===== src/was_pkg.sv =====
// ----------------------------------------------------------------------------
// was_pkg - wake-up alarm scheduler shared definitions
// Command and register codes, sequencer states and the constants that feed
// the shared multiply-add unit.
// ----------------------------------------------------------------------------
package was_pkg;

	// command codes (carried in s_tuser)
	localparam logic [2:0] CMD_ADVANCE = 3'd0;
	localparam logic [2:0] CMD_ADJUST  = 3'd1;
	localparam logic [2:0] CMD_SET     = 3'd2;
	localparam logic [2:0] CMD_ALIGN   = 3'd3;
	localparam logic [2:0] CMD_QUERY   = 3'd4;
	localparam logic [2:0] CMD_STOP    = 3'd5;

	// configuration register indexes
	localparam logic [2:0] CFG_PERIOD_HOURS   = 3'd0;
	localparam logic [2:0] CFG_PERIOD_MINUTES = 3'd1;
	localparam logic [2:0] CFG_PERIOD_SECONDS = 3'd2;
	localparam logic [2:0] CFG_SLOT_MINUTES   = 3'd3;
	localparam logic [2:0] CFG_SLOT_OFFSET    = 3'd4;

	localparam logic [5:0] SLOT_RESET = 6'd15;
	localparam logic [5:0] SLOT_LONG  = 6'd30;

	// shared unit widths
	localparam int OP_A_W = 20;
	localparam int OP_B_W = 28;
	localparam int ACC_W  = 32;

	// multiplier constants
	localparam logic signed [OP_B_W-1:0] K_ONE       = 28'sd1;
	localparam logic signed [OP_B_W-1:0] K_NEG_ONE   = -28'sd1;
	localparam logic signed [OP_B_W-1:0] K_MIN       = 28'sd60;
	localparam logic signed [OP_B_W-1:0] K_NEG_MIN   = -28'sd60;
	localparam logic signed [OP_B_W-1:0] K_HOUR      = 28'sd3600;
	localparam logic signed [OP_B_W-1:0] K_NEG_HOUR  = -28'sd3600;
	localparam logic signed [OP_B_W-1:0] K_HOUR_RCP  = 28'sd1165;
	localparam logic signed [OP_B_W-1:0] K_MIN_RCP   = 28'sd1092;
	localparam logic signed [OP_B_W-1:0] K_HUNDRED   = 28'sd100;
	localparam logic signed [OP_B_W-1:0] K_TEN_K     = 28'sd10000;
	localparam logic signed [OP_B_W-1:0] K_MILLION   = 28'sd1000000;
	localparam logic signed [OP_B_W-1:0] K_HUND_MIL  = 28'sd100000000;

	// reciprocal shifts: t*1165 >> 22 ~ t/3600, r*1092 >> 16 ~ r/60
	localparam int HOUR_SHIFT = 22;
	localparam int MIN_SHIFT  = 16;

	localparam logic signed [ACC_W-1:0] SEC_PER_MIN  = 32'sd60;
	localparam logic signed [ACC_W-1:0] SEC_PER_HOUR = 32'sd3600;
	localparam logic signed [ACC_W-1:0] SEC_PER_DAY  = 32'sd86400;
	localparam logic signed [ACC_W-1:0] SEC_TWO_DAYS = 32'sd172800;

	localparam logic [6:0] YEAR_WRAP = 7'd100;

	localparam int DIV_STEPS = 6;

	typedef enum logic [4:0] {
		ST_IDLE,
		ST_ALIGN,
		ST_DIV,
		ST_PREP,
		ST_TOT_MS,
		ST_TOT_H,
		ST_WRAP,
		ST_HOUR_Q,
		ST_HOUR_R,
		ST_MIN_Q,
		ST_MIN_R,
		ST_DIFF_S,
		ST_DIFF_M,
		ST_DIFF_H,
		ST_STAMP_HM,
		ST_STAMP_YR,
		ST_STAMP_DAY,
		ST_STAMP_MON,
		ST_STAMP_MS,
		ST_FINISH
	} state_t;

endpackage


===== src/wakeup_alarm_scheduler_unit.sv =====
// ----------------------------------------------------------------------------
// wakeup_alarm_scheduler_unit - wake-up alarm time-of-day scheduler
// Keeps one alarm time and applies advance, adjust, set, align, query and
// stop commands; reports the alarm, seconds until it and clock stamps.
// ----------------------------------------------------------------------------
// One item is taken at a time. Each command is worked through a single
// signed multiply-add unit (acc = a*b + c) stepped by a small sequencer:
// operands are formed, the new alarm total is built and wrapped into one
// day, split back into hour, minute and second by reciprocal multiplies
// with one correction each, then seconds-until-alarm and both stamps are
// built in the same unit. Align commands first go through an offset/borrow
// step and a restoring divider that finds minute mod slot length. The
// result sits in an output register, so the next item can be accepted while
// it waits; the result load stalls only if the previous one is still held.
// Configuration writes are always taken and are meant for idle periods.
// Register indexes: 0 period hours, 1 period minutes, 2 period seconds,
// 3 slot minutes (reset 15, zero acts as one), 4 signed slot second offset.
module wakeup_alarm_scheduler_unit (
	input  logic        clk,
	input  logic        arst_n,
	// input items
	input  logic        s_tvalid,
	output logic        s_tready,
	// now_month, now_day, now_year, now_hour, now_minute, now_second,
	// adjust_seconds, new_alarm_hour, new_alarm_minute, new_alarm_second, pad
	input  logic [63:0] s_tdata,
	// command
	input  logic [2:0]  s_tuser,
	// result items
	output logic        m_tvalid,
	input  logic        m_tready,
	// alarm_hour, alarm_minute, alarm_second, seconds_until_alarm,
	// date_stamp, minute_second_stamp, pad
	output logic [79:0] m_tdata,
	// arm_request, disarm_request
	output logic [1:0]  m_tuser,
	// configuration writes
	input  logic        cfg_valid,
	output logic        cfg_ready,
	input  logic [2:0]  cfg_index,
	input  logic [6:0]  cfg_data
);

	localparam int AW = was_pkg::ACC_W;

	was_pkg::state_t state_q, state_d;

	// configuration
	logic [4:0]        period_h_q;
	logic [5:0]        period_m_q;
	logic [5:0]        period_s_q;
	logic [5:0]        slot_q;
	logic signed [6:0] offset_q;

	// stored alarm
	logic [4:0] alarm_h_q;
	logic [5:0] alarm_m_q;
	logic [5:0] alarm_s_q;

	// captured item
	logic [2:0]         cmd_q;
	logic [3:0]         mon_q;
	logic [4:0]         day_q;
	logic [6:0]         year_q;
	logic [4:0]         nh_q;
	logic [5:0]         nm_q;
	logic [5:0]         ns_q;
	logic signed [12:0] adj_q;
	logic [4:0]         new_h_q;
	logic [5:0]         new_m_q;
	logic [5:0]         new_s_q;

	// align working values
	logic [5:0]        al_h_q, al_h_c;
	logic [5:0]        al_m_q, al_m_c;
	logic signed [6:0] al_off_q, al_off_c;
	logic              al_b_q;
	logic [5:0]        div_rem_q;
	logic [5:0]        div_dvd_q;
	logic [2:0]        div_cnt_q;

	// new alarm operands
	logic signed [7:0]  h_q, h_c;
	logic signed [7:0]  m_q, m_c;
	logic signed [13:0] s_q, s_c;

	// split / results
	logic [16:0] t_q;
	logic [4:0]  hour_q;
	logic [11:0] r_q;
	logic [5:0]  min_q;
	logic [17:0] diff_q;
	logic [30:0] date_q;

	// shared multiply-add unit
	logic signed [was_pkg::OP_A_W-1:0]             op_a;
	logic signed [was_pkg::OP_B_W-1:0]             op_b;
	logic signed [AW-1:0]                          op_c;
	logic signed [was_pkg::OP_A_W+was_pkg::OP_B_W-1:0] prod;
	logic signed [AW-1:0]                          unit_res;
	logic signed [AW-1:0]                          acc_q;

	// output register
	logic        out_valid_q;
	logic [79:0] out_data_q;
	logic [1:0]  out_user_q;

	logic s_accept;
	logic out_load;

	assign prod     = op_a * op_b;
	assign unit_res = $signed(prod[AW-1:0]) + op_c;

	assign s_accept  = s_tvalid && s_tready;
	assign cfg_ready = 1'b1;
	assign m_tvalid  = out_valid_q;
	assign m_tdata   = out_data_q;
	assign m_tuser   = out_user_q;

	// ---- small helpers on the datapath ----
	logic [5:0]        slot_eff;
	logic              slot_long;
	logic              off_neg;
	logic signed [7:0] late_lim;
	logic              late;
	logic [6:0]        rem_shift;
	logic [6:0]        rem_next;
	logic              hr_fix;
	logic [11:0]       r_c;
	logic              sec_fix;
	logic [5:0]        sec_c;
	logic [6:0]        year_mod;
	logic signed [AW-1:0] wrap_k;
	logic signed [7:0] slot_lim;
	logic signed [7:0] slot_min;

	assign slot_eff  = (slot_q == 6'd0) ? 6'd1 : slot_q;
	assign slot_long = slot_eff > was_pkg::SLOT_LONG;
	assign off_neg   = offset_q[6];
	assign late_lim  = 8'sd60 + 8'(offset_q);
	assign late      = off_neg && ($signed({2'b00, ns_q}) > late_lim);

	// restoring divider step
	assign rem_shift = {div_rem_q, div_dvd_q[5]};
	assign rem_next  = (rem_shift >= {1'b0, slot_eff}) ? (rem_shift - {1'b0, slot_eff})
		: rem_shift;

	// quotient corrections after the reciprocal estimates
	assign hr_fix  = acc_q >= was_pkg::SEC_PER_HOUR;
	assign r_c     = hr_fix ? 12'(acc_q - was_pkg::SEC_PER_HOUR) : acc_q[11:0];
	assign sec_fix = acc_q >= was_pkg::SEC_PER_MIN;
	assign sec_c   = sec_fix ? 6'(acc_q - was_pkg::SEC_PER_MIN) : acc_q[5:0];

	assign year_mod = (year_q >= was_pkg::YEAR_WRAP) ? (year_q - was_pkg::YEAR_WRAP) : year_q;

	// fold the raw total into one day; raw range is about -4096..201842
	always_comb begin
		priority if (acc_q[AW-1]) begin
			wrap_k = was_pkg::SEC_PER_DAY;
		end else if (acc_q >= was_pkg::SEC_TWO_DAYS) begin
			wrap_k = -was_pkg::SEC_TWO_DAYS;
		end else if (acc_q >= was_pkg::SEC_PER_DAY) begin
			wrap_k = -was_pkg::SEC_PER_DAY;
		end else begin
			wrap_k = '0;
		end
	end

	// align: add 60 to a negative offset and borrow a minute
	always_comb begin
		al_off_c = off_neg ? (offset_q + 7'sd60) : offset_q;
		al_h_c   = {1'b0, nh_q};
		al_m_c   = nm_q;
		if (late) begin
			if (nm_q < 6'd59) begin
				al_m_c = nm_q + 6'd1;
			end else begin
				al_m_c = 6'd0;
				al_h_c = {1'b0, nh_q} + 6'd1;
			end
		end
	end

	assign slot_lim = 8'sd59 - $signed({2'b00, slot_eff}) - $signed({7'd0, al_b_q});
	// next slot boundary: minute - minute mod P + P - borrow
	assign slot_min = $signed({2'b00, al_m_q}) - $signed({2'b00, div_rem_q})
		+ $signed({2'b00, slot_eff}) - $signed({7'd0, al_b_q});

	// operands of the new alarm (hour, minute, second before carries)
	always_comb begin
		h_c = $signed(8'(alarm_h_q));
		m_c = $signed(8'(alarm_m_q));
		s_c = $signed(14'(alarm_s_q));
		unique case (cmd_q)
			was_pkg::CMD_ADVANCE: begin
				h_c = $signed(8'(alarm_h_q)) + $signed(8'(period_h_q));
				m_c = $signed(8'(alarm_m_q)) + $signed(8'(period_m_q));
				s_c = $signed(14'(alarm_s_q)) + $signed(14'(period_s_q));
			end
			was_pkg::CMD_ADJUST: begin
				s_c = $signed(14'(alarm_s_q)) + 14'(adj_q);
			end
			was_pkg::CMD_SET: begin
				h_c = $signed(8'(new_h_q));
				m_c = $signed(8'(new_m_q));
				s_c = $signed(14'(new_s_q));
			end
			was_pkg::CMD_ALIGN: begin
				s_c = 14'(al_off_q);
				priority if (slot_long && !al_b_q) begin
					h_c = $signed(8'(al_h_q)) + 8'sd1;
					m_c = 8'sd0;
				end else if (slot_long && (ns_q == 6'd0)) begin
					h_c = $signed(8'(al_h_q));
					m_c = 8'sd59;
				end else if (slot_long) begin
					h_c = $signed(8'(al_h_q)) + 8'sd1;
					m_c = 8'sd59;
				end else if (al_m_q == 6'd0) begin
					h_c = $signed(8'(al_h_q));
					m_c = $signed(8'(slot_eff)) - $signed({7'd0, al_b_q});
				end else if ($signed({2'b00, al_m_q}) < slot_lim) begin
					h_c = $signed(8'(al_h_q));
					m_c = slot_min;
				end else if (al_b_q) begin
					h_c = $signed(8'(al_h_q));
					m_c = 8'sd59;
				end else if (al_h_q == 6'd23) begin
					h_c = 8'sd0;
					m_c = $signed(8'(slot_eff));
				end else begin
					h_c = $signed(8'(al_h_q)) + 8'sd1;
					m_c = 8'sd0;
				end
			end
			default: begin
			end
		endcase
	end

	// ---- sequencer: next state and unit operands ----
	always_comb begin
		state_d  = state_q;
		s_tready = 1'b0;
		out_load = 1'b0;
		op_a     = '0;
		op_b     = '0;
		op_c     = '0;
		unique case (state_q)
			was_pkg::ST_IDLE: begin
				s_tready = 1'b1;
				if (s_tvalid) begin
					state_d = (s_tuser == was_pkg::CMD_ALIGN) ? was_pkg::ST_ALIGN
						: was_pkg::ST_PREP;
				end
			end
			was_pkg::ST_ALIGN: begin
				state_d = was_pkg::ST_DIV;
			end
			was_pkg::ST_DIV: begin
				if (div_cnt_q == 3'(was_pkg::DIV_STEPS - 1)) begin
					state_d = was_pkg::ST_PREP;
				end
			end
			was_pkg::ST_PREP: begin
				state_d = was_pkg::ST_TOT_MS;
			end
			was_pkg::ST_TOT_MS: begin
				op_a    = 20'(m_q);
				op_b    = was_pkg::K_MIN;
				op_c    = 32'(s_q);
				state_d = was_pkg::ST_TOT_H;
			end
			was_pkg::ST_TOT_H: begin
				op_a    = 20'(h_q);
				op_b    = was_pkg::K_HOUR;
				op_c    = acc_q;
				state_d = was_pkg::ST_WRAP;
			end
			was_pkg::ST_WRAP: begin
				op_a    = acc_q[was_pkg::OP_A_W-1:0];
				op_b    = was_pkg::K_ONE;
				op_c    = wrap_k;
				state_d = was_pkg::ST_HOUR_Q;
			end
			was_pkg::ST_HOUR_Q: begin
				op_a    = acc_q[was_pkg::OP_A_W-1:0];
				op_b    = was_pkg::K_HOUR_RCP;
				state_d = was_pkg::ST_HOUR_R;
			end
			was_pkg::ST_HOUR_R: begin
				op_a    = $signed(20'(acc_q[was_pkg::HOUR_SHIFT+4:was_pkg::HOUR_SHIFT]));
				op_b    = was_pkg::K_NEG_HOUR;
				op_c    = $signed(32'(t_q));
				state_d = was_pkg::ST_MIN_Q;
			end
			was_pkg::ST_MIN_Q: begin
				op_a    = $signed(20'(r_c));
				op_b    = was_pkg::K_MIN_RCP;
				state_d = was_pkg::ST_MIN_R;
			end
			was_pkg::ST_MIN_R: begin
				op_a    = $signed(20'(acc_q[was_pkg::MIN_SHIFT+5:was_pkg::MIN_SHIFT]));
				op_b    = was_pkg::K_NEG_MIN;
				op_c    = $signed(32'(r_q));
				state_d = was_pkg::ST_DIFF_S;
			end
			was_pkg::ST_DIFF_S: begin
				op_a    = $signed(20'(ns_q));
				op_b    = was_pkg::K_NEG_ONE;
				op_c    = $signed(32'(t_q));
				state_d = was_pkg::ST_DIFF_M;
			end
			was_pkg::ST_DIFF_M: begin
				op_a    = $signed(20'(nm_q));
				op_b    = was_pkg::K_NEG_MIN;
				op_c    = acc_q;
				state_d = was_pkg::ST_DIFF_H;
			end
			was_pkg::ST_DIFF_H: begin
				op_a    = $signed(20'(nh_q));
				op_b    = was_pkg::K_NEG_HOUR;
				op_c    = acc_q;
				state_d = was_pkg::ST_STAMP_HM;
			end
			was_pkg::ST_STAMP_HM: begin
				op_a    = $signed(20'(nh_q));
				op_b    = was_pkg::K_HUNDRED;
				op_c    = $signed(32'(nm_q));
				state_d = was_pkg::ST_STAMP_YR;
			end
			was_pkg::ST_STAMP_YR: begin
				op_a    = $signed(20'(year_mod));
				op_b    = was_pkg::K_TEN_K;
				op_c    = acc_q;
				state_d = was_pkg::ST_STAMP_DAY;
			end
			was_pkg::ST_STAMP_DAY: begin
				op_a    = $signed(20'(day_q));
				op_b    = was_pkg::K_MILLION;
				op_c    = acc_q;
				state_d = was_pkg::ST_STAMP_MON;
			end
			was_pkg::ST_STAMP_MON: begin
				op_a    = $signed(20'(mon_q));
				op_b    = was_pkg::K_HUND_MIL;
				op_c    = acc_q;
				state_d = was_pkg::ST_STAMP_MS;
			end
			was_pkg::ST_STAMP_MS: begin
				op_a    = $signed(20'(nm_q));
				op_b    = was_pkg::K_HUNDRED;
				op_c    = $signed(32'(ns_q));
				state_d = was_pkg::ST_FINISH;
			end
			was_pkg::ST_FINISH: begin
				// keep the minute/second stamp in acc while waiting
				op_c = acc_q;
				// hold until the output register is free
				if (!out_valid_q || m_tready) begin
					out_load = 1'b1;
					state_d  = was_pkg::ST_IDLE;
				end
			end
			default: begin
				state_d = was_pkg::ST_IDLE;
			end
		endcase
	end

	always_ff @(posedge clk or negedge arst_n) begin
		if (!arst_n) begin
			state_q <= was_pkg::ST_IDLE;
		end else begin
			state_q <= state_d;
		end
	end

	// configuration registers
	always_ff @(posedge clk or negedge arst_n) begin
		if (!arst_n) begin
			period_h_q <= '0;
			period_m_q <= '0;
			period_s_q <= '0;
			slot_q     <= was_pkg::SLOT_RESET;
			offset_q   <= '0;
		end else if (cfg_valid) begin
			unique case (cfg_index)
				was_pkg::CFG_PERIOD_HOURS:   period_h_q <= cfg_data[4:0];
				was_pkg::CFG_PERIOD_MINUTES: period_m_q <= cfg_data[5:0];
				was_pkg::CFG_PERIOD_SECONDS: period_s_q <= cfg_data[5:0];
				was_pkg::CFG_SLOT_MINUTES:   slot_q     <= cfg_data[5:0];
				was_pkg::CFG_SLOT_OFFSET:    offset_q   <= $signed(cfg_data);
				default: begin
				end
			endcase
		end
	end

	// stored alarm, written once the split is complete
	always_ff @(posedge clk or negedge arst_n) begin
		if (!arst_n) begin
			alarm_h_q <= '0;
			alarm_m_q <= '0;
			alarm_s_q <= '0;
		end else if (state_q == was_pkg::ST_DIFF_S) begin
			alarm_h_q <= hour_q;
			alarm_m_q <= min_q + 6'(sec_fix);
			alarm_s_q <= sec_c;
		end
	end

	// output register
	always_ff @(posedge clk or negedge arst_n) begin
		if (!arst_n) begin
			out_valid_q <= 1'b0;
		end else if (out_load) begin
			out_valid_q <= 1'b1;
		end else if (m_tready) begin
			out_valid_q <= 1'b0;
		end
	end

	always_ff @(posedge clk) begin
		if (out_load) begin
			out_data_q <= {1'b0, acc_q[12:0], date_q, diff_q, alarm_s_q, alarm_m_q, alarm_h_q};
			out_user_q <= {cmd_q == was_pkg::CMD_STOP,
				(cmd_q == was_pkg::CMD_SET) || (cmd_q == was_pkg::CMD_ALIGN)};
		end
	end

	// datapath registers
	always_ff @(posedge clk) begin
		if (s_accept) begin
			cmd_q   <= s_tuser;
			mon_q   <= s_tdata[3:0];
			day_q   <= s_tdata[8:4];
			year_q  <= s_tdata[15:9];
			nh_q    <= s_tdata[20:16];
			nm_q    <= s_tdata[26:21];
			ns_q    <= s_tdata[32:27];
			adj_q   <= $signed(s_tdata[45:33]);
			new_h_q <= s_tdata[50:46];
			new_m_q <= s_tdata[56:51];
			new_s_q <= s_tdata[62:57];
		end

		acc_q <= unit_res;

		unique case (state_q)
			was_pkg::ST_ALIGN: begin
				al_h_q    <= al_h_c;
				al_m_q    <= al_m_c;
				al_off_q  <= al_off_c;
				al_b_q    <= off_neg;
				div_dvd_q <= al_m_c;
				div_rem_q <= '0;
				div_cnt_q <= '0;
			end
			was_pkg::ST_DIV: begin
				div_rem_q <= rem_next[5:0];
				div_dvd_q <= {div_dvd_q[4:0], 1'b0};
				div_cnt_q <= div_cnt_q + 3'd1;
			end
			was_pkg::ST_PREP: begin
				h_q <= h_c;
				m_q <= m_c;
				s_q <= s_c;
			end
			was_pkg::ST_HOUR_Q: begin
				t_q <= acc_q[16:0];
			end
			was_pkg::ST_HOUR_R: begin
				hour_q <= acc_q[was_pkg::HOUR_SHIFT+4:was_pkg::HOUR_SHIFT];
			end
			was_pkg::ST_MIN_Q: begin
				hour_q <= hour_q + 5'(hr_fix);
				r_q    <= r_c;
			end
			was_pkg::ST_MIN_R: begin
				min_q <= acc_q[was_pkg::MIN_SHIFT+5:was_pkg::MIN_SHIFT];
			end
			was_pkg::ST_STAMP_HM: begin
				diff_q <= acc_q[17:0];
			end
			was_pkg::ST_STAMP_MS: begin
				date_q <= acc_q[30:0];
			end
			default: begin
			end
		endcase
	end

endmodule

===== config.mk =====
export PLATFORM = sky130hd
export DESIGN_NAME = wakeup_alarm_scheduler_unit
export DESIGN_NICKNAME = d
export VERILOG_FILES = /design/src/was_pkg.sv /design/src/wakeup_alarm_scheduler_unit.sv
export SDC_FILE = /design/constraint.sdc
export NUM_CORES = 1
export LEC_CHECK = 0
export BUFFER_PORTS_ARGS = -buffer_cell sky130_fd_sc_hd__buf_2
export CELL_PAD_IN_SITES_DETAIL_PLACEMENT = 0
export CELL_PAD_IN_SITES_GLOBAL_PLACEMENT = 1
export CORE_MARGIN = 5
export CORE_UTILIZATION = 52
export CTS_BUF_LIST = sky130_fd_sc_hd__clkbuf_8
export DETAILED_ROUTE_END_ITERATION = 7
export MAX_ROUTING_LAYER = met4
export PLACE_DENSITY = 0.87
export SKIP_LAST_GASP = 1
export SLEW_MARGIN = 30
export SYNTH_ARGS = -nofsm -noshare
export SYNTH_HDL_FRONTEND = slang
export SYNTH_SLANG_ARGS = --single-unit

===== constraint.sdc =====
create_clock -name clk -period 10.1 [get_ports clk]
set_input_delay 2.02 -clock clk [delete_from_list [all_inputs] [get_ports clk]]
set_output_delay 2.02 -clock clk [all_outputs]
set_load 0.01 [all_outputs]

---- Word-level counts from Yosys, hierarchy flattened ----
Index checks and enable logic that the tools add are counted.
cells by class
  add/subtract/negate cells ............... 23
  multiply operators ...................... 1
  magnitude comparators ................... 10
  eq/ne operators ......................... 33
  multiplexer cells ....................... 47
  bitwise logic cells ..................... 1
  reduce and logical (&&, ||, !) cells .... 32
operators by type and width
  operator                                                                 count
  28-bit case mux with 12 select lines                                     1
  20-bit case mux with 12 select lines                                     1
  32-bit case mux with 7 select lines                                      1
  5-bit case mux with 20 select lines                                      1
  32-bit two-way mux                                                       3
  7-bit two-way mux                                                        8
  14-bit case mux with 4 select lines                                      1
  6-bit two-way mux                                                        8
  5-bit by 4-bit == test with 1-bit output, second input constant          8
  8-bit two-way mux                                                        5
  32-bit adder                                                             1
  32-bit by 13-bit >= comparator with 1-bit output, second input constant  1
  32-bit by 18-bit >= comparator with 1-bit output, second input constant  1
  32-bit by 19-bit >= comparator with 1-bit output, second input constant  1
  32-bit by 7-bit >= comparator with 1-bit output, second input constant   1
  20-bit by 28-bit multiplier with 32-bit output                           1
  5-bit two-way mux                                                        5
  6-bit case mux with 2 select lines                                       2
  8-bit case mux with 3 select lines                                       1
  7-bit case mux with 3 select lines                                       1
  5-bit by 3-bit == test with 1-bit output, second input constant          4
  5-bit == test, second input constant                                     4
  6-bit logical NOT                                                        3
  2-bit OR reduction                                                       8
  other kinds (49)                                                         76
word-level totals
  flip-flop bits (word level) ............. 386
  input port bits ......................... 82

---- Depth between registers and ports, before layout ----
  depth in word-level cells ............... 11
  depth in mapped cells ................... 37
  depth with buffers taken out ............ 35

---- Least setup slack after synthesis ----
No wires, ideal clock.
  path type ............................... reg2reg
  start point ............................. register acc_q[4]
  end point ............................... register acc_q[31]
  setup time .............................. 0.120 ns
  data arrival time ....................... 8.456 ns
  setup slack ............................. 1.524 ns
  stages on the path, launching flop included .. 37
  path buffers ............................ 2
  clock period less this slack ............ 8.576 ns
  cells stage by stage .................... dfxtp_1 > clkbuf_1 > inv_1 > ha_1 > or3b_1 > a21o_1 > a211oi_2 > o22a_2 > buf_6 > nor2_1 > xor2_1 > and2_1 > nor3_1 > nor2_1 > fa_1 > inv_1 > fa_1 > inv_1 > fa_1 > inv_1 > fa_1 > inv_1 > fa_1 > fa_1 > inv_1 > fa_1 > inv_1 > ha_1 > o21a_1 > nor2_1 > or3_1 > o22ai_1 > a31oi_1 > o21ai_0 > a221o_1 > a21oi_1 > xnor2_1
between the ends
  elaborated cells on any way between the ends .. 12
RTL lines
  item                                                                                                                line                                                                    RTL
  from (decl)                                                                                                         wakeup_alarm_scheduler_unit.sv:101                                      logic signed [AW-1:0] acc_q;
  from (signal assigned)                                                                                              wakeup_alarm_scheduler_unit.sv:448                                      acc_q <= unit_res;
  32-bit by 13-bit >= comparator with 1-bit output or 12-bit by 10-bit subtractor with 12-bit output (tied branches)  wakeup_alarm_scheduler_unit.sv:149, wakeup_alarm_scheduler_unit.sv:150
  12-bit two-way mux *                                                                                                wakeup_alarm_scheduler_unit.sv:150                                      assign r_c = hr_fix ? 12'(acc_q - was_pkg::SEC_PER_HOUR) : acc_q[11:0];
  via r_c[8]                                                                                                          wakeup_alarm_scheduler_unit.sv:129                                      logic [11:0] r_c;
  20-bit case mux with 12 select lines *                                                                              wakeup_alarm_scheduler_unit.sv:249                                      unique case (state_q)
  20-bit by 28-bit multiplier with 32-bit output *                                                                    wakeup_alarm_scheduler_unit.sv:111                                      assign prod = op_a * op_b;
  32-bit adder *                                                                                                      wakeup_alarm_scheduler_unit.sv:112                                      assign unit_res = $signed(prod[AW-1:0]) + op_c;
  via unit_res[31]                                                                                                    wakeup_alarm_scheduler_unit.sv:100                                      logic signed [AW-1:0] unit_res;
The timed path passes the listed nets; every way through them passes the cells marked *.
A chain may end at the register's enable or synchronous reset.

---- Worst setup path after layout ----
  start point ............................. register acc_q[5]
  end point ............................... register acc_q[31]
The elaborated chain is that of the path after synthesis.

==> impl_metrics.ini <==
[sta]
worst_slew_margin_rel_pct = 28.33
worstMarginPinSlew_ns = 1.070
setup_viol = 0
slew_viol_final = 0
setup_tns_ns = 0
hold_viol_final = 0
skew_ns = 0.06127
post-route-period-util_pct = 94.93
fmax_mhz = 104.3
period_needed_ns = 9.588
rsz0062_at_grt = no

[yosys]
synth_cells = 2884
synth_simple_gate_area_share_pct = 8.898
synth_xor_xnor_area_share_pct = 3.641
synth_seq_area_share_pct = 35.00
ys_warn_count = 0
synth_common_cells = inv_1 (634), fa_1 (387), edfxtp_1 (300)
synth_top_family_by_area = adder cells
yosysTopAreaCellShare_pct = 28.72
synth_compound_area_share_pct = 9.066
ys_ff_latch = 385
synthesis.area_sq_um = 31370
synth_area_leaders = edfxtp_1 (29%), fa_1 (25%), ha_1 (7.8%), inv_1 (7.6%), dfrtp_1 (3.9%)
synth_cell_types = 101
avgSynthCellArea_sq_um = 10.88
synth_edf_count = 300
async_flop_share_pct = 13.77
yosysTopAreaCell = edfxtp_1
synth-main-ff-cell = edfxtp_1
synthMuxAreaShare_pct = 2.042
yosysMostFrequentCell = inv_1
synth_adder_area_share_pct = 32.54

[clock_tree]
ctsResizeCount = 0
cts_buffers = 60
cts-root-buf = clkbuf_8
insertion_delay_ns = 0.71
h-tree-depth = 2
path_clk_slew_ns = 0.07
ctsHoldBuffers = 0
clock_sinks = 385
cts_tree = built
clk_path_buf_depth = 3
postCtsSetupBuffers = 0

[critical_path]
arrival_ns = 10.17
rr_worst_depth = 33
cp_top_family = adder cells
start_kind = register
r2r_start = acc_q[5]$_DFF_P_
crit_fanout = 9
cpMaxStageDelayCell = fa_1
worstSetupEndpointType = register
rrSetupSlack_ns = 0.51
critPathRequiredTime_ns = 10.68
path_depth = 33
cpMostUsedCell = fa_1
crit-reg2reg-capture = acc_q[31]$_DFF_P_
crit_buf_inv = 6
critical_path_class = register to register
max_stage_delay_ns = 0.58

[detailed_routing]
post_drt_wl_per_cell_um = 20.37
vias = 22160
dr.pass1.iters = 6
ant_nets = 0
drtIter0Drc = 1611
wl_um = 83080
route.detailed.drc = 0
viasPerCell = 5.432

[placement]
gp_congestion = 0.9444
dp_hpwl_um = 67330
io_buffers = 163
dpl-instance-area_sq_um = 34030

[min_path]
min_from = date_q[8]$_DFFE_PN_
whs_endpoint = m_tdata[43]$_DFFE_PP_
hp-class = register to register
holdPathStages = 0

[grt]
overflow = 0
grt_pass1_wl_um = 131700
antenna_found_initial = 2
grt_pass1_vias = 23490
gr-usage-all-layers_pct = 26.59
grt_max_degree = 67

[layout]
finish.utilization_pct = 59.15
layout.area.seq_sq_um = 10980
drive_gt1_share_pct = 13.57
fillCellCount = 5044
area_growth_pct = 13.17
layout.nets = 3908
postLayoutCellArea_sq_um = 35500
multi_input_area_sq_um = 18290

[flow_run]
max_cap_violations = 0

[die]
boundaryPins = 167
design.die.area_sq_um = 65340
core_area_sq_um = 60020
start_util_pct = 52.27
row_count = 90
die_h_um = 255.6
dieWidth_um = 255.6

[run_status]
outcome = finished, final reports clean
[sequential cells by signal, indices dropped and copies added, names as in the netlist, 7 cells and up]
register / count
m_tdata: 79
acc_q: 32
date_q: 31
diff_q: 18
t_q: 17
s_q: 14
adj_q: 13
r_q: 12
m_q: 8
al_off_q: 7
h_q: 7
offset_q: 7
year_q: 7
[logic make-up after synthesis]
kind of cell / after synthesis
buffers and inverters: 724
other: 2
AOI/OAI and AO/OA: 426
DFF: 385
xor gates and xnor gates: 128
and+or+nand+nor: 580
adders and majority gates: 584
muxes: 55
[metal layers]
layer  GRT usage (%)  routed length, um  vias to the layer above
met1           35.34              34490                    11180
li1                -                  -                     9994
met3           4.607               6121                      165
met2           43.09              39950                      817
met5               -                  0                        -
met4           6.882               2520                        0
[per-stage QoR]
stage	worst slack, ns	hold WS [ns]	std cells
2_1_floorplan	1.524	0.4003	3028
3_3_place_gp	0.7011	0.4014	3962
3_5_place_dp	0.5123	0.4045	3962
4_1_cts	0.4625	0.4042	4076
5_1_grt	0.02670	0.4225	4079
6_report	0.5122	0.4179	4079
[worst register-to-register path, delay by kind of cell (launching register included)]
kind	cells	cell delay, ns
adders and majority gates	9	4.27
AOI/OAI and AO/OA	10	2.44
and+or+nand+nor	6	1.49
buffers and inverters	6	0.62
DFF	1	0.32
xor gates and xnor gates	2	0.31
[placed cells by master (no fill, tap or decap), types with 11 or more instances in the layout]
master | Yosys | layout
a21oi_1 | 112 | 112
o21a_1 | 12 | 12
inv_1 | 634 | 644
fa_1 | 387 | 387
nor2_1 | 129 | 127
a31oi_1 | 18 | 18
nor3_1 | 25 | 20
clkinv_2 | 0 | 15
nand3_1 | 37 | 37
clkbuf_8 | 0 | 68
a211oi_1 | 12 | 11
edfxtp_1 | 300 | 300
buf_4 | 3 | 79
a21o_1 | 39 | 39
buf_2 | 9 | 163
o21ai_0 | 87 | 86
nand2b_1 | 19 | 19
xor2_1 | 38 | 38
and3_1 | 16 | 15
dfxtp_1 | 32 | 32
dfrtp_1 | 49 | 49
xnor2_1 | 88 | 88
nand2_1 | 227 | 227
ha_1 | 196 | 196
mux2_2 | 48 | 48
nand4_1 | 11 | 11
nor2b_1 | 27 | 27
a22oi_1 | 18 | 18
a221oi_1 | 14 | 14
o21bai_1 | 13 | 13
conb_1 | 2 | 146
and2_1 | 31 | 31
[area by class of cell]
type / instances / share of cell area, %
multi-input combinational: 1919 / 51.52
clock inverter: 46 / 1.445
clock buffer: 68 / 2.636
inverter: 634 / 6.703
antenna: 2 / 0.01410
tap: 782 / 2.756
timing repair buffer: 243 / 4.000
sequential: 385 / 30.93
[worst max path at each step]
stage                        end               from  slack (ns)
2_1_floorplan  acc_q[31]$_DFF_P_   acc_q[4]$_DFF_P_        1.52
3_3_place_gp   acc_q[31]$_DFF_P_  acc_q[15]$_DFF_P_        0.70
3_5_place_dp   acc_q[31]$_DFF_P_  acc_q[27]$_DFF_P_        0.51
4_1_cts        acc_q[31]$_DFF_P_  acc_q[27]$_DFF_P_        0.46
5_1_grt        acc_q[31]$_DFF_P_   acc_q[5]$_DFF_P_        0.03
6_report       acc_q[31]$_DFF_P_   acc_q[5]$_DFF_P_        0.51
Power is not shown: default switching activity piles up to over one toggle a cycle in this logic, so the estimate is an artifact.
